==> config.mk <==
export PLATFORM = sky130hd
export DESIGN_NAME = sarc_lane
export DESIGN_NICKNAME = d
export VERILOG_FILES = /design/src/rtl/sarc_pkg.sv /design/src/rtl/sarc_lane.sv
export SDC_FILE = /design/constraint.sdc
export NUM_CORES = 2
export LEC_CHECK = 0
export BUFFER_PORTS_ARGS = -buffer_cell sky130_fd_sc_hd__buf_2
export CAP_MARGIN = 20
export CORE_UTILIZATION = 30
export DETAILED_ROUTE_END_ITERATION = 10
export PLACE_DENSITY_LB_ADDON = 0.25
export SLEW_MARGIN = 20
export SYNTH_ARGS = -nofsm -noshare
export SYNTH_HDL_FRONTEND = slang
export SYNTH_SLANG_ARGS = --single-unit
==> constraint.sdc <==
create_clock -name clock -period 30.2 [get_ports clock]
set_input_delay 4.53 -clock clock [delete_from_list [all_inputs] [get_ports clock]]
set_output_delay 4.53 -clock clock [all_outputs]
set_load 0.005 [all_outputs]
==> src/rtl/sarc_pkg.sv <==
package sarc_pkg;

   localparam int AxisW       = 16;
   localparam int OutW        = 20;
   localparam int GainW       = 11;
   localparam int DzW         = 15;
   localparam int NumAxes     = 6;
   localparam int LaneLatency = 4;
   localparam int CntW        = $clog2(LaneLatency + 1);
   localparam int CsrIdxW     = 3;
   localparam int CsrDataW    = 15;

   localparam logic [GainW-1:0] GainMin    = 11'd26;
   localparam logic [GainW-1:0] GainMax    = 11'd1280;
   localparam logic [GainW-1:0] GainReset  = 11'd256;
   localparam logic [DzW-1:0]   DzReset    = 15'd50;
   localparam logic [7:0]       IdMotion   = 8'h01;
   localparam logic [7:0]       IdButton   = 8'h03;
   localparam logic [6:0]       MinLen     = 7'd7;
   localparam logic [6:0]       MotionLen  = 7'd13;
   localparam int               BtnLeft    = 0;
   localparam int               BtnRight   = 1;

   typedef enum logic [CsrIdxW-1:0] {
      CSR_INPUT_ENABLE = 3'd0,
      CSR_DEAD_ZONE    = 3'd1,
      CSR_CUBIC_ENABLE = 3'd2,
      CSR_MOVE_GAIN    = 3'd3,
      CSR_TURN_GAIN    = 3'd4
   } csr_index_type;

   typedef enum logic [1:0] {
      KIND_NONE,
      KIND_MOTION,
      KIND_BUTTON
   } kind_type;

   typedef struct packed {
      logic [7:0]              report_id;
      logic [6:0]              report_length;
      logic signed [AxisW-1:0] move_x;
      logic signed [AxisW-1:0] move_y;
      logic signed [AxisW-1:0] move_z;
      logic signed [AxisW-1:0] turn_x;
      logic signed [AxisW-1:0] turn_y;
      logic signed [AxisW-1:0] turn_z;
      logic [7:0]              button_bits;
   } sarc_req_type;

   typedef struct packed {
      logic                   move_changed;
      logic                   turn_changed;
      logic signed [OutW-1:0] out_move_x;
      logic signed [OutW-1:0] out_move_y;
      logic signed [OutW-1:0] out_move_z;
      logic signed [OutW-1:0] out_turn_x;
      logic signed [OutW-1:0] out_turn_y;
      logic signed [OutW-1:0] out_turn_z;
      logic                   left_press;
      logic                   right_press;
   } sarc_rsp_type;

   typedef struct packed {
      logic       commit;
      kind_type   kind;
      logic [7:0] buttons;
   } sarc_ctrl_type;

   function automatic logic [GainW-1:0] clamp_gain(input logic [GainW-1:0] g);
      logic [GainW-1:0] r;
      r = g;
      if (g < GainMin) r = GainMin;
      if (g > GainMax) r = GainMax;
      return r;
   endfunction

endpackage

==> src/rtl/sarc_lane.sv <==
module sarc_lane import sarc_pkg::*; (
   input  logic                    clock,
   input  logic signed [AxisW-1:0] axis,
   input  logic [DzW-1:0]          dead_zone,
   input  logic                    cubic_enable,
   input  logic [GainW-1:0]        gain,
   input  logic                    rot,
   output logic signed [OutW-1:0]  result
);

   // stage 1: magnitude, dead zone, Q1.15 normalize, square
   logic               neg_in;
   logic [AxisW:0]     ext_in;
   logic [AxisW:0]     mag_in;
   logic [AxisW:0]     bump_in;
   logic [AxisW-1:0]   norm_in;
   logic [31:0]        sq_in;
   logic               neg1_ff;
   logic [AxisW-1:0]   norm1_ff;
   logic [31:0]        sq1_ff;

   always_comb begin
      neg_in  = axis[AxisW-1];
      ext_in  = {axis[AxisW-1], axis};
      mag_in  = neg_in ? (~ext_in + 17'd1) : ext_in;
      // round up once the fraction mag/32767 reaches one half
      bump_in = mag_in + {16'd0, (mag_in >= 17'd16384)};
      norm_in = (bump_in > 17'd32768) ? 16'd32768 : bump_in[AxisW-1:0];
      if (mag_in < {2'b00, dead_zone}) begin
         norm_in = '0;
      end
      sq_in   = {16'd0, norm_in} * {16'd0, norm_in};
   end

   always_ff @(posedge clock) begin
      neg1_ff  <= neg_in;
      norm1_ff <= norm_in;
      sq1_ff   <= sq_in;
   end

   // stage 2: cube
   logic [47:0]      cube_in;
   logic [47:0]      cube2_ff;
   logic [AxisW-1:0] norm2_ff;
   logic             neg2_ff;

   assign cube_in = {16'd0, sq1_ff} * {32'd0, norm1_ff};

   always_ff @(posedge clock) begin
      cube2_ff <= cube_in;
      norm2_ff <= norm1_ff;
      neg2_ff  <= neg1_ff;
   end

   // stage 3: response curve select, gain
   logic [47:0]      rnd_in;
   logic [AxisW-1:0] curve_in;
   logic [26:0]      prod_in;
   logic [26:0]      prod3_ff;
   logic             neg3_ff;

   always_comb begin
      rnd_in   = cube2_ff + 48'h0000_2000_0000;
      curve_in = cubic_enable ? rnd_in[45:30] : norm2_ff;
      prod_in  = {11'd0, curve_in} * {16'd0, gain};
   end

   always_ff @(posedge clock) begin
      prod3_ff <= prod_in;
      neg3_ff  <= neg2_ff;
   end

   // stage 4: round, rescale (rotation folds in the factor two), restore sign
   logic [26:0]          sum_in;
   logic [OutW-2:0]      scaled_in;
   logic signed [OutW-1:0] res_in;
   logic signed [OutW-1:0] res4_ff;

   always_comb begin
      if (rot) begin
         sum_in    = prod3_ff + 27'd64;
         scaled_in = sum_in[25:7];
      end else begin
         sum_in    = prod3_ff + 27'd128;
         scaled_in = sum_in[26:8];
      end
      res_in = neg3_ff ? -$signed({1'b0, scaled_in}) : $signed({1'b0, scaled_in});
   end

   always_ff @(posedge clock) begin
      res4_ff <= res_in;
   end

   assign result = res4_ff;

endmodule

; Yosys cells after proc, flatten, opt, wreduce, memory -nomap -nowiden
; Index checks and enable logic that the tools add are counted.
[word_totals]
reg_bits = 160
out_inout_bits = 20
word_cells = 29
[op_classes]
add_sub_neg = 6
multipliers = 3
order_cmp = 3
mux = 6
bitwise = 1
[ops]
columns = operator, count
row1 = 2-to-1 mux 16 bit, 3
row2 = adder 46 x 30 -> 46 bit (second input constant), 1
row3 = multiplier 32 x 16 -> 46 bit, 1
row4 = 2-to-1 mux 19 bit, 2
row5 = multiplier 16 x 16 -> 32 bit, 1
row6 = adder 27 x 8 -> 27 bit (second input constant), 1
row7 = multiplier 16 x 11 -> 27 bit, 1
row8 = adder 26 x 7 -> 26 bit (second input constant), 1
row9 = negation 19 -> 20 bit, 1
row10 = adder 17 x 1 -> 17 bit, 1
row11 = adder 17 x 1 -> 17 bit (second input constant), 1
row12 = greater-or-equal comparator 17 x 15 -> 1 bit (second input constant), 1
row13 = greater-than comparator 17 x 16 -> 1 bit (second input constant), 1
row14 = < comparator 17 x 15 -> 1 bit, 1
row15 = 2-to-1 mux 17 bit, 1
row16 = inverter 17 bit, 1

; Logic depth before layout (Yosys ltp)
[depth]
word_depth = 9
mapped_depth = 39
mapped_depth_nobuf = 37

; Worst setup path after synthesis
; OpenSTA, ideal clock, no wires.
[synth_timing]
kind = in2reg
start = input port axis[2]
end = register sq1_ff[31]
arrival_ps = 13380
required_ps = 30082
slack_ps = 16702
path_stages = 36
n_path_buf = 6
cell_sequence = buf_6 > or4_1 > buf_2 > o31ai_1 > xor2_1 > inv_1 > ha_1 > a21o_1 > a211o_1 > a2111oi_0 > o31ai_1 > a31oi_1 > clkbuf_1 > clkbuf_1 > clkbuf_1 > nor4_1 > fa_1 > inv_1 > fa_1 > inv_1 > fa_1 > fa_1 > fa_1 > inv_1 > fa_1 > inv_1 > ha_1 > clkbuf_1 > a21oi_1 > o21ai_0 > a41oi_1 > and4b_1 > o31ai_1 > a211o_1 > a21oi_1 > xnor2_1
[synth_between]
elab_chain_len = 9
word_cells_on_any_way = 10
cone_classes = add/sub: 2 / mul: 1 / order compare: 3 / mux: 3 / bitwise: 1
[synth_lines]
columns = item, line
row1 = "start, declared", sarc_lane.sv:3  ; input logic signed [AxisW-1:0] axis,
row2 = inverter 17 bit, sarc_lane.sv:25  ; mag_in = neg_in ? (~ext_in + 17'd1) : ext_in;
row3 = adder 17 x 1 -> 17 bit, sarc_lane.sv:25
row4 = 2-to-1 mux 17 bit (*), sarc_lane.sv:25
row5 = greater-or-equal comparator 17 x 15 -> 1 bit, sarc_lane.sv:27  ; bump_in = mag_in + {16'd0, (mag_in >= 17'd16384)};
row6 = adder 17 x 1 -> 17 bit, sarc_lane.sv:27
row7 = greater-than comparator 17 x 16 -> 1 bit, sarc_lane.sv:28  ; norm_in = (bump_in > 17'd32768) ? 16'd32768 : bump_in[AxisW-1:0];
row8 = 2-to-1 mux 16 bit, sarc_lane.sv:28
row9 = 2-to-1 mux 16 bit (*), sarc_lane.sv:29  ; if (mag_in < {2'b00, dead_zone}) begin
row10 = multiplier 16 x 16 -> 32 bit (*), sarc_lane.sv:32  ; sq_in = {16'd0, norm_in} * {16'd0, norm_in};
row11 = named net sq_in[31], sarc_lane.sv:17  ; logic [31:0] sq_in;
row12 = "end signal, assigned", sarc_lane.sv:38  ; sq1_ff <= sq_in;
row13 = "end, declared", sarc_lane.sv:20  ; logic [31:0] sq1_ff;
; The timed path passes the listed nets; every way through them passes the cells marked *.
; A chain may end at the register's enable or synchronous reset.

; Final worst setup path
[layout_timing]
start = input port axis[7]
end = register sq1_ff[31]
; Same word-level chain as after synthesis.

==> out/qor.yml <==
grt_first_pass_wirelength_um: 136000
syn_avg_cell_area_um2: 8.96
tightest_slew_ps: 1130
overflow: 0
hpwl_um: 64300
wire_per_inst_um: 16.4
gp_congestion: 0.837
drt_iter0_drc: 1128
drive_above_1_share_pct: 4.75
slew_viol_final: 0
yosys_warnings: 0
fin_setup_tns_ps: 0
numClockSinks: 123
synthToLayoutAreaGrowth_pct: 7.44
synth-edff-count: 0
syn_area_mm2: 0.0323
start_util_pct: 30.2
postCtsSetupBuffers: 0
grt_busiest_layer: "met2"
slew_headroom_pct: 24.0
die_y_um: 330
worstSetupPathType: "in2reg"
multiInputGateArea_mm2: 0.0265
crit_top_cell: "fa_1"
clockBufferDepth: 2
yosysSeqAreaShare_pct: 7.62
rsz0062_at_grt: "no"
cts.clk_slew.worst_paths_ps: 60
critPathLaunchType: "input port"
setup_viol: 0
drt_pre_antenna_iters: 5
synthArstFlopShare_pct: 0
hp-start: "neg2_ff"
root_buffer: "clkbuf_16"
row_count: 120
synthTopCellsByArea: "fa_1, ha_1, inv_1"
worstSetupStartpoint: "axis[7]"
ios: 65
fill_cells: 11300
ys_seq_elements: 123
ys.flop_type: "dfxtp_1"
regArea_mm2: 0.00247
nets: 4619
rr_startpoint: "sq1_ff[13]"
min_path_type: "reg2reg"
drc_errors: 0
stdcell_area_mm2: 0.0347
hold_viol_final: 0
place.port_buffers: 64
crit_path_max_incr_delay_ps: 950
instances_no_fill: 5007
syn_inst: 3605
grtUsageMet2_pct: 26.9
num_vias: 23200
finalCriticalPeriod_ps: 14200
use_met3_pct: 1.62
wl_um: 82300
r2r_slack_ps: 22540
crit_path_end_kind: "flop"
synth_top_area_share_pct: 42.9
ys_types: 83
die_area_mm2: 0.109
die_w_um: 330
gr-usage-met1_pct: 21.5
yosysMostFrequentCell: "inv_1"
vias_per_cell: 4.63
dp.cells: 4974
core_mm2: 0.107
slowest_stage: "a41o_1"
finalClockSkew_ps: 14.8
grt_max_degree: 46
cp.arrival_ps: 14570
max_freq_ghz: 0.0704
synth_top_area_cell: "fa_1"
h-tree-depth: 4
cts_resized: 0
placed_area_mm2: 0.0341
clock_latency_ps: 490
grtUsageTotal_pct: 15.9
ant_nets: 0
grt_pass1_vias: 24800
finalCritPeriodShare_pct: 47.0
cts_tree: "done"
crit_fanout: 30
yosys-top-cells-count: "inv_1, fa_1, nand2_1, ha_1, and2_1"
grt_antenna_before_repair: 0
cp.required_ps: 30570
outcome: "complete, no violations"
cts_buffers: 17
cts_hold_buf: 0
maxCapViolations: 0
metal layers:
| metal | wire, um | part of all wire (%) |
|---|---|---|
| met5 | 0 | 0 |
| met2 | 39200 | 48 |
| met4 | 1930 | 2.3 |
| met1 | 38300 | 47 |
| met3 | 2840 | 3.4 |
stage by stage:
step / utilization [%] / hold WS (ps) / setup slack [ps]
floorplan: - / 310 / 16700
global route: 32.5 / 344 / 15290
finish: 32.5 / 328 / 16000
global placement: 31.9 / 314 / 15610
detailed placement: 31.9 / 318 / 15460
CTS: 32.5 / 332 / 15990
worst max-delay path: cells and delay by family:
family | cells | cell delay [ps]
and+or+nand+nor | 10 | 3130
AOI/OAI and AO/OA | 6 | 2150
adders and majority gates | 9 | 3950
xor gates and xnor gates | 2 | 510
buffers and inverters | 4 | 290
state kept, by name (all words and copies together) (netlist names):
register	count
cube2_ff	17
neg3_ff	1
norm1_ff	15
result	20
norm2_ff	16
prod3_ff	21
neg2_ff	1
sq1_ff	31
neg1_ff	1
final timing paths:
check	end	cells past startpoint
max	sq1_ff[31]	31
min	neg3_ff	0
max reg2reg	cube2_ff[43]	21
min reg2reg	neg3_ff	0
final cells by class:
cell class	instances	area share [%]
diodes	1	0.00721
clock buffers	17	1.23
clock inverters	15	0.433
inverters	756	8.18
multi-input cells	2598	76.4
flip-flops and latches	123	7.13
well taps	1403	5.06
repair buffers	94	1.57
cell families (layout without fill, tap and decap cells):
family	Yosys count	after routing	share of synthesized area [%]
muxes	27	27	0.860
AOI/OAI and AO/OA	267	267	5.64
adders and majority gates	984	984	54.2
buffers and inverters	908	882	10.7
DFF	123	123	7.62
and+or+nand+nor	1144	1144	16.8
xor gates and xnor gates	150	150	4.15
other	2	27	0.0232
layout by cell type (no fill, tap or decap), types with 51 or more instances in the layout:
| cell | n |
|---|---|
| inv_1 | 753 |
| fa_1 | 693 |
| nand2_1 | 574 |
| ha_1 | 291 |
| and2_1 | 222 |
| dfxtp_1 | 113 |
| nor2_1 | 102 |
| xnor2_1 | 96 |
| a21oi_1 | 84 |
| buf_2 | 64 |
| nand3_1 | 59 |
| xor2_1 | 51 |
Power is not shown: default switching activity piles up to over one toggle a cycle in this logic, so the estimate is an artifact.
