**config.mk**
```make
export PLATFORM = sky130hd
export DESIGN_NAME = sarc_merge
export DESIGN_NICKNAME = d
export VERILOG_FILES = /design/src/rtl/sarc_pkg.sv /design/src/rtl/sarc_merge.sv
export SDC_FILE = /design/constraint.sdc
export NUM_CORES = 1
export LEC_CHECK = 0
export ABC_AREA = 1
export BUFFER_PORTS_ARGS = -buffer_cell sky130_fd_sc_hd__buf_4
export CORE_MARGIN = 5
export CORE_UTILIZATION = 25
export CTS_CLUSTER_SIZE = 24
export DETAILED_ROUTE_END_ITERATION = 7
export SETUP_SLACK_MARGIN = 0.05
export SLEW_MARGIN = 15
export SYNTH_ARGS = -nofsm -noshare
export SYNTH_HDL_FRONTEND = slang
export SYNTH_SLANG_ARGS = --single-unit
```
**constraint.sdc**
```tcl
create_clock -name clock -period 7 [get_ports clock]
set_input_delay 0.35 -clock clock [delete_from_list [all_inputs] [get_ports clock]]
set_output_delay 0.35 -clock clock [all_outputs]
set_load 0.005 [all_outputs]
```
**src/rtl/sarc_pkg.sv**
```systemverilog
package sarc_pkg;

   localparam int AxisW       = 16;
   localparam int OutW        = 20;
   localparam int GainW       = 11;
   localparam int DzW         = 15;
   localparam int NumAxes     = 6;
   localparam int LaneLatency = 4;
   localparam int CntW        = $clog2(LaneLatency + 1);
   localparam int CsrIdxW     = 3;
   localparam int CsrDataW    = 15;

   localparam logic [GainW-1:0] GainMin    = 11'd26;
   localparam logic [GainW-1:0] GainMax    = 11'd1280;
   localparam logic [GainW-1:0] GainReset  = 11'd256;
   localparam logic [DzW-1:0]   DzReset    = 15'd50;
   localparam logic [7:0]       IdMotion   = 8'h01;
   localparam logic [7:0]       IdButton   = 8'h03;
   localparam logic [6:0]       MinLen     = 7'd7;
   localparam logic [6:0]       MotionLen  = 7'd13;
   localparam int               BtnLeft    = 0;
   localparam int               BtnRight   = 1;

   typedef enum logic [CsrIdxW-1:0] {
      CSR_INPUT_ENABLE = 3'd0,
      CSR_DEAD_ZONE    = 3'd1,
      CSR_CUBIC_ENABLE = 3'd2,
      CSR_MOVE_GAIN    = 3'd3,
      CSR_TURN_GAIN    = 3'd4
   } csr_index_type;

   typedef enum logic [1:0] {
      KIND_NONE,
      KIND_MOTION,
      KIND_BUTTON
   } kind_type;

   typedef struct packed {
      logic [7:0]              report_id;
      logic [6:0]              report_length;
      logic signed [AxisW-1:0] move_x;
      logic signed [AxisW-1:0] move_y;
      logic signed [AxisW-1:0] move_z;
      logic signed [AxisW-1:0] turn_x;
      logic signed [AxisW-1:0] turn_y;
      logic signed [AxisW-1:0] turn_z;
      logic [7:0]              button_bits;
   } sarc_req_type;

   typedef struct packed {
      logic                   move_changed;
      logic                   turn_changed;
      logic signed [OutW-1:0] out_move_x;
      logic signed [OutW-1:0] out_move_y;
      logic signed [OutW-1:0] out_move_z;
      logic signed [OutW-1:0] out_turn_x;
      logic signed [OutW-1:0] out_turn_y;
      logic signed [OutW-1:0] out_turn_z;
      logic                   left_press;
      logic                   right_press;
   } sarc_rsp_type;

   typedef struct packed {
      logic       commit;
      kind_type   kind;
      logic [7:0] buttons;
   } sarc_ctrl_type;

   function automatic logic [GainW-1:0] clamp_gain(input logic [GainW-1:0] g);
      logic [GainW-1:0] r;
      r = g;
      if (g < GainMin) r = GainMin;
      if (g > GainMax) r = GainMax;
      return r;
   endfunction

endpackage

```
**src/rtl/sarc_merge.sv**
```systemverilog
module sarc_merge import sarc_pkg::*; (
   input  logic                   clock,
   input  logic                   reset,
   input  logic                   clear,
   input  sarc_ctrl_type          ctrl,
   input  logic signed [OutW-1:0] lane_result [NumAxes],
   output logic                   emit,
   output sarc_rsp_type           result
);

   logic signed [OutW-1:0] last_move_ff [3];
   logic signed [OutW-1:0] last_turn_ff [3];
   logic                   left_held_ff;
   logic                   right_held_ff;

   logic signed [OutW-1:0] mv [3];
   logic signed [OutW-1:0] tv [3];
   logic                   mc;
   logic                   tc;
   logic                   lp;
   logic                   rp;

   always_comb begin
      mv[0] = lane_result[0];
      mv[1] = -lane_result[1];
      mv[2] = -lane_result[2];
      tv[0] = lane_result[3];
      tv[1] = lane_result[4];
      tv[2] = lane_result[5];
      mc = 1'b0;
      tc = 1'b0;
      for (int i = 0; i < 3; i++) begin
         if (mv[i] != last_move_ff[i]) mc = 1'b1;
         if (tv[i] != last_turn_ff[i]) tc = 1'b1;
      end
      lp = ctrl.buttons[BtnLeft] & ~left_held_ff;
      rp = ctrl.buttons[BtnRight] & ~right_held_ff;
   end

   always_comb begin
      emit   = 1'b0;
      result = '0;
      case (ctrl.kind)
         KIND_MOTION: begin
            emit                = ctrl.commit && (mc || tc);
            result.move_changed = mc;
            result.turn_changed = tc;
            result.out_move_x   = mv[0];
            result.out_move_y   = mv[1];
            result.out_move_z   = mv[2];
            result.out_turn_x   = tv[0];
            result.out_turn_y   = tv[1];
            result.out_turn_z   = tv[2];
         end
         KIND_BUTTON: begin
            emit               = ctrl.commit && (lp || rp);
            result.left_press  = lp;
            result.right_press = rp;
         end
         default: begin
            emit = 1'b0;
         end
      endcase
   end

   always_ff @(posedge clock) begin
      if (reset || clear) begin
         for (int i = 0; i < 3; i++) begin
            last_move_ff[i] <= '0;
            last_turn_ff[i] <= '0;
         end
      end else if (ctrl.commit && ctrl.kind == KIND_MOTION) begin
         for (int i = 0; i < 3; i++) begin
            if (mc) last_move_ff[i] <= mv[i];
            if (tc) last_turn_ff[i] <= tv[i];
         end
      end
   end

   always_ff @(posedge clock) begin
      if (reset) begin
         left_held_ff  <= 1'b0;
         right_held_ff <= 1'b0;
      end else if (ctrl.commit && ctrl.kind == KIND_BUTTON) begin
         left_held_ff  <= ctrl.buttons[BtnLeft];
         right_held_ff <= ctrl.buttons[BtnRight];
      end
   end

   a_clear_zeroes: assert property (@(posedge clock) disable iff (reset)
      clear |=> (last_move_ff[0] == '0 && last_move_ff[1] == '0 && last_move_ff[2] == '0 &&
                 last_turn_ff[0] == '0 && last_turn_ff[1] == '0 && last_turn_ff[2] == '0))
      else $error("stored vectors not cleared");

   a_held_only_on_button: assert property (@(posedge clock) disable iff (reset)
      !(ctrl.commit && ctrl.kind == KIND_BUTTON) |=> $stable({left_held_ff, right_held_ff}))
      else $error("button state changed outside a button report");

endmodule

```
* Word level (Yosys, flattened, before mapping)
Memories as Yosys holds them, arrays and structs flattened. Index checks and enable logic that the tools add are counted.
Storage, ports and cells: register bits 2, latch bits 0, bits in writable memories 120, memory bits (read-only) 0, bits of input ports 134, output and inout port bits 125, memories kept 2
Cells by class: add/sub/neg operators 2, multipliers 0, divide/modulo/power cells 0, order comparisons 0, equal/unequal tests 8, shifts and indexed selects 0, muxes and demuxes 25, bitwise operators 10, reductions and logical operators 7
Memories:
- last_move_ff | words 3, width 20, read ports 3, clocked after memory_dff 0, wr ports 3, line sarc_merge.sv:11 | logic signed [OutW-1:0] last_move_ff [3];
- last_turn_ff | words 3, width 20, read ports 3, clocked after memory_dff 0, wr ports 3, line sarc_merge.sv:12 | logic signed [OutW-1:0] last_turn_ff [3];
Operators by type and width (count):
- $mux W122 | 1
- $mux W20 | 6
- $ne A20 B20 Y1 | 6
- $neg A20 Y20 | 2
- $mux W1 | 16
- $or A1 B1 Y1 | 6
- $logic_and A1 B1 Y1 | 4
- $logic_or A1 B1 Y1 | 3
- $and A1 B1 Y1 | 2
- $eq A2 B1 Y1 const B | 1
- $eq A2 B2 Y1 const B | 1
- $mux W2 | 1
- $not A1 Y1 | 2
- $pmux W1 S2 | 1

* Depth between registers and ports, before layout
Gate-level depths: netlist of the first run.
depth in word-level cells 9, depth in mapped cells 18

* Worst setup path before layout of the first run
OpenSTA, ideal clock, no wires.
path kind input -> register, start input lane_result[60] (netlist name), end memory last_move_ff[0][0], enable pin, setup time 0.561 ns, arrival time 5.883 ns, slack 0.556 ns, stages 13, buffers on the path 0, cells stage by stage inv_1 ha_1 nand3_1 nor2_4 nand3_1 nand2_1 nand2_1 or2_0 nand2_1 nor2_1 nand4_1 nor2_1 o21ai_0
RTL lines:
- from (decl) | line sarc_merge.sv:6 | input logic signed [OutW-1:0] lane_result [NumAxes],
- to (decl) | line sarc_merge.sv:11

* Worst setup path after layout of the first run
start input lane_result[60] (netlist name), end output emit
On the way: cells in the longest elaborated chain, start to end 6
RTL lines:
- $neg A20 Y20 | line sarc_merge.sv:26 | mv[2] = -lane_result[2];
- $ne A20 B20 Y1 | line sarc_merge.sv:33 | if (mv[i] != last_move_ff[i]) mc = 1'b1;
- $mux W1 | line sarc_merge.sv:33
- $logic_or A1 B1 Y1 | line sarc_merge.sv:45 | emit = ctrl.commit && (mc || tc);
- $logic_and A1 B1 Y1 | line sarc_merge.sv:45
- $pmux W1 S2 | line sarc_merge.sv:43 | case (ctrl.kind)
- to (decl) | line sarc_merge.sv:7 | output logic emit,
Every way passes these cells.

==> run metrics, run 1 <==
most numerous cell in the Yosys netlist=nand2_1; final WL=25.32 mm; Clock Path Buffers=2; DRT iter0 DRCs=348; fin area=11430 µm²; Sum Neg Setup Slack=0 ns; initial antenna violation count=0; Netlist cell types=34; placed inst area=10870 µm²; dominant cell type by area after synthesis=edfxtp_1; hpwl dp=19.64 mm; PwrDens=182.4 nW/µm²; crit end category=output port; number of diodes=0; Hold Path Sink=left_held_ff; static leakage=6.115 nW; worst skew pair latency=0.41 ns; clk_skew=0.01380 ns; Post-Syn Instances=1205; CTS sink cnt=122; worst vdd ir=0.0001395 V; Mapped Nets=1343; CTS resizes=0; post-synthesis sequential area ratio=42.82%; Async SR Flop Fraction=0%; First-pass DRT Iterations=6; Slew @ Worst Pin=0.9525 ns; crit path kind=in2out; Nets=1592; CP Launch Type=input pin; Final GP Congestion=0.8785; global route total overflow=0; WL/cell=13.22 µm; die width=194.5 µm; worst r2r src=last_move_ff[0][9]; first-pass GRT wire length=39.95 mm; Die H=194.5 µm; Post-route DRC=0; crit share post-route=46.54%; Worst Reg2Reg Path Length in Cells=12; share of layout cells above drive strength 1=22.43%; power consumption=2.085 mW; Worst slew margin=36.50%; Critical Path RT=6.65 ns; Commonest cells post-synth=nand2_1 (348), inv_1 (254), nor2_1 (230); Synth Cell Area=8508 µm²; H-tree levels=4; synth-to-layout area growth=34.37%; Port Buffers=252; TritonCTS clock tree=yes; Max-Cap Viols=0; R2R Path End=last_move_ff[0][15]; I/O pins=259; Vias=7980; Post-synth EDFFs=120; vias in the first global route=7780; CP Data Arrival Time=2.91 ns; Routed Antenna Nets=0; Final setup viols=0; # Post-CTS Setup Buffers=0; run status=finished, final reports clean; Hold/Removal Path Class=in2reg; Yosys reg bits=122; row cnt=67; Syn Area/Cell=7.061 µm²; ranking of synthesized cells by area=edfxtp_1 (42%), nand2_1 (15%), inv_1 (11%); Max FO, Critical Path=7; DR vias/cell=4.167; fin crit period=3.258 ns; Initial Util=25.37%; Worst R2R Setup Slack=4.21 ns; total die area=37820 µm²; hold path cells=2; total CTS buffers=17; max-slew violations=0; Final Hold Fails=0; yosys warns=0; RSZ-0062 raised after global routing=no; top-area cell type share of the netlist area=42.35%; Max Fclk=0.3070 GHz; clk slew on worst S/H paths=0.07 ns; Fin Hold WS=0.1129 ns; worst hold start=reset; Most used DFF post-synth=edfxtp_1; GRT Total Usage=12.99%; core box area=33530 µm²; hold_buf cts=0; Root Driver=clkbuf_16; Finished Core Util=34.09%; largest net degree at the start of global routing=87
metrics by stage:
step	setup WS, ns	cells
2_1_floorplan	0.5559	1205
3_3_place_gp	3.566	1883
3_5_place_dp	3.531	1883
4_1_cts	3.769	1915
5_1_grt	3.514	1915
6_report	3.742	1915
sequential cells by signal (all words and copies together), names as in the netlist:
register and cells:
last_move_ff 60, last_turn_ff 60, left_held_ff 1, right_held_ff 1
per-layer routing:
layer / track usage (%) / part of all wire, % / wire length (µm) / up-vias
li1: - / - / - / 4143
met1: 17.15 / 46 / 11700 / 3535
met2: 21.53 / 46 / 11670 / 265
met3: 2.909 / 5.8 / 1456 / 37
met4: 3.542 / 1.9 / 491 / 0
met5: 0 / 0 / 0 / -
power by group:
| part | internal (mW) | leakage (nW) | switching (mW) |
|---|---|---|---|
| registers | 0.848 | 1.34 | 0.0197 |
| logic | 0.160 | 4.50 | 0.195 |
| clock network | 0.496 | 0.274 | 0.367 |
layout make-up:
class,count,area (µm²)
Fill cell,3586,22100
Inverter,254,953.4
Multi-Input combinational cell,803,3787
Sequential cell,122,3643
Timing Repair Buffer,256,1922
Clock buffer,17,425.4
Clock inverter,15,140.1
Tap cell,448,560.5
cells by family after synthesis:
group | after synthesis | share of synthesized area [%]
and+or+nand+nor | 724 | 36.07
buffers and inverters | 280 | 13.03
DFF | 122 | 42.82
xor gates and xnor gates | 60 | 6.500
AOI/OAI and AO/OA | 15 | 0.9852
adders and majority gates | 4 | 0.5883
critical path, stage by stage:
cell	delay (ns)
buf_4	0.13
inv_1	0.13
ha_1	0.21
nand3_1	0.28
nor2_4	0.29
nand2_1	0.07
nand2_1	0.09
nand2_1	0.09
nand2_1	0.07
nand2_1	0.06
nor2_1	0.08
nand2_1	0.07
nor2_2	0.11
nand3_1	0.13
nor2_1	0.45
a21oi_1	0.13
buf_4	0.16
cells in the final DEF (no fill, tap or decap), types with 18 or more instances in the layout:
cell      instances
inv_1           254
nand3_1          59
nor2_2           19
nand3b_1         19
xnor2_1          40
xor2_1           18
nand4_1          18
buf_4           256
edfxtp_1        120
nand2_1         347
nor2_1          230
worst max-delay path by stage:
stage,startpoint,end,slack [ns],cells after the start
6_report,lane_result[60],emit,3.74,17
5_1_grt,lane_result[60],emit,3.51,17
4_1_cts,lane_result[60],emit,3.77,17
3_5_place_dp,lane_result[60],last_move_ff[0][11],3.53,17
3_3_place_gp,lane_result[60],last_move_ff[0][11],3.57,15
2_1_floorplan,lane_result[60],last_move_ff[0][0],0.56,13
Note: power is estimated with default switching activity, not from simulation.
==> run 2: changes to the inputs <==
==> constraint.sdc (replaced) <==
create_clock -name clock -period 3.3 [get_ports clock]
set_input_delay 0.165 -clock clock [delete_from_list [all_inputs] [get_ports clock]]
set_output_delay 0.165 -clock clock [all_outputs]
set_load 0.005 [all_outputs]
==> run 2 against run 1 <==
  * Sequential power up 110%
  * Utilization rose by 0.61 points
  * Via count shrank 0.29%
  * Critical endpoint unchanged
  * Die area stayed put
  * Clock skew up 0.0016 ns
  * Clock power grew 140%
  * Combinational power rose by 120%
  * First-iteration DRC count grew 13%
  * Non-clock buffer count up 9
==> run metrics, run 2 (same netlist as run 1, synthesis figures left out) <==
run status=finished, final reports clean; Routed Antenna Nets=0 (unchanged); Nets=1601 (+0.57%); static leakage=6.225 nW (+1.8%); Critical Path RT=3.13 ns (-3.52 ns); Die H=194.5 µm (unchanged); CTS sink cnt=122 (unchanged); synth-to-layout area growth=36.78%; biggest regs=last_move_ff x60, last_turn_ff x60; max-slew violations=0 (unchanged); Final GP Congestion=0.9371 (+6.7%); I/O pins=259 (unchanged); fin area=11640 µm² (+1.8%); Worst slew margin=43.60% (+7.1 points); crit end category=output port; Combinational Power Share=16.4% (-0.6 points); Max Fclk=0.3790 GHz; core box area=33530 µm² (unchanged); commonest non-fill, non-tap cells in the layout=nand2_1 (347), buf_4 (259), inv_1 (254); Initial Util=25.37% (unchanged); sequential power share=39.4% (-2.2 points); PwrDens=400.8 nW/µm² (+120%); number of diodes=0 (unchanged); Final setup viols=0 (unchanged); worst hold start=ctrl[1]; initial antenna violation count=0 (unchanged); Max FO, Critical Path=6 (-1); most used cell along the critical path=nand2_1; Port Buffers=252 (unchanged); hold_buf cts=1 (+1); GRT Total Usage=13.01% (+0.020 points); most common cell after layout, fill and taps aside=nand2_1; CP bufs+invs=5 (+2); Final Hold Fails=0 (unchanged); Sw Share=26.50% (-1.4 points); First-pass DRT Iterations=5 (-1); worst skew pair latency=0.41 ns (about the same); Crit path largest cell delay=0.25 ns (-0.20 ns); CP Launch Type=input pin; row cnt=67 (unchanged); clk slew on worst S/H paths=0.07 ns (about the same); Root Driver=clkbuf_16; share of layout cells above drive strength 1=22.90% (+0.47 points); die width=194.5 µm (unchanged); Top delay family on crit path=simple AND/OR/NAND/NOR gates; clk_skew=0.01537 ns (+0.001571 ns); Pint=3.429 mW (+130%); final WL=25.05 mm (-1.1%); CP cell instances=buf_4 -> inv_1 -> ha_1 -> nand3_1 -> inv_1 -> nand3_1 -> nand2_1 -> nand2_1 -> nand2_1 -> nand2_1 -> nor2_1 -> nand2_1 -> nor2_2 -> nand3_1 -> nor2_1 -> buf_4 -> a21oi_1 -> buf_4; RSZ-0062 raised after global routing=no; R2R Path End=last_turn_ff[0][37]; total die area=37820 µm² (unchanged); Sw Pwr=1.236 mW (+110%); # Post-CTS Setup Buffers=0 (unchanged); Placed Instances=1891 (+0.42%); vias in the first global route=7828 (+0.62%); H-tree levels=4 (unchanged); Hold Path Sink=right_held_ff; Fin Hold WS=0.05744 ns (-0.05546 ns); largest net degree at the start of global routing=83 (-4.6%); TritonCTS clock tree=yes; CP max stage cell=nand3_1; Post-route DRC=0 (unchanged); Worst R2R Setup Slack=0.79 ns (-3.42 ns); first-pass GRT wire length=40.11 mm (+0.40%); DR vias/cell=4.136 (-0.75%); WL/cell=13.02 µm (-1.5%); global route total overflow=0 (unchanged); CTS resizes=0 (unchanged); post-route insts no fill=1924 (+0.47%); crit path kind=in2out; Vias=7957 (-0.29%); Clock Path Buffers=2 (unchanged); DRT iter0 DRCs=393 (+13%); worst vdd ir=0.0002697 V (+93%); Slew @ Worst Pin=0.8461 ns (-0.1064 ns); Hold/Removal Path Class=in2reg; total CTS buffers=17 (unchanged); hpwl dp=19.77 mm (+0.68%); fin crit period=2.638 ns; CP Data Arrival Time=2.47 ns (-0.44 ns); crit share post-route=79.95%; Sum Neg Setup Slack=0 ns (unchanged); Max-Cap Viols=0 (unchanged); placed inst area=10990 µm² (+1.1%); clock share of power=44.2% (+2.8 points); Worst Reg2Reg Path Length in Cells=8 (-4); hold path cells=3 (+1); worst r2r src=last_turn_ff[0][35]
[run 2: cell count changes in the layout (fill, tap and decap cells not counted)]
| cell | delta |
|---|---|
| buf_12 | +5 |
| buf_4 | +3 |
| bufinv_16 | +3 |
| clkinv_1 | -1 |
| clkinv_2 | -1 |
| clkinv_4 | +3 |
| clkinvlp_4 | -2 |
| dlygate4sd3_1 | +1 |
| inv_6 | -1 |
| inv_8 | -1 |
[run 2: worst max path at each step]
| stage | start | to | depth (start not counted) |
|---|---|---|---|
| global placement | lane_result[60] | last_move_ff[0][12] | 18 |
| global route | lane_result[60] | emit | 18 |
| floorplan | last_turn_ff[0][11] | last_turn_ff[0][0] | 9 |
| finish | lane_result[60] | emit | 18 |
| CTS | last_turn_ff[0][35] | emit | 8 |
| detailed placement | lane_result[60] | last_move_ff[0][19] | 18 |
[run 2: routing by layer]
layer | global-route usage, % | share of wire (%) | up-vias
met4 | 2.760 | 0.78 | 0
met2 | 21.42 | 46 | 254
met1 | 17.41 | 46 | 3531
li1 | - | - | 4163
met3 | 3.255 | 7.0 | 9
met5 | 0 | 0 | -
[run 2: stage by stage]
| stage | setup WS (ns) | util, % | total power, mW |
|---|---|---|---|
| after detailed placement | 0.4447 | 32.77 | 2.648 |
| after global routing | 0.3278 | 34.71 | 4.911 |
| final | 0.6616 | 34.71 | 4.665 |
| after CTS | 0.5547 | 34.71 | 4.745 |
| after global placement | 0.4253 | 32.77 | 2.633 |
| after floorplan | 0.3755 | - | 2.253 |
[run 2: area by class of cell]
| type | count | area [µm²] |
|---|---|---|
| fill | 3596 | 21890 |
| multi-input combinational | 803 | 3787 |
| sequential | 122 | 3643 |
| timing repair buffer | 265 | 2054 |
| inverter | 254 | 953.4 |
| tap | 448 | 560.5 |
| clock buffer | 17 | 425.4 |
| clock inverter | 15 | 212.7 |
[run 2: worst reg2reg max path, cell delays in order, from the launching register on]
cell	delay [ns]
edfxtp_1	0.38
xnor2_1	0.16
nand2_1	0.09
nor4_1	0.41
nor3b_1	0.36
nand2_1	0.22
nand3_2	0.27
buf_12	0.27
nor2_1	0.10
[run 2: power by group through the flow]
stage	combinational (mW)	sequential [mW]	clock, mW
5_1_grt	0.862	1.85	2.20
3_3_place_gp	0.766	1.87	0
6_report	0.764	1.84	2.06
4_1_cts	0.779	1.84	2.13
3_5_place_dp	0.774	1.87	0
2_1_floorplan	0.387	1.87	0
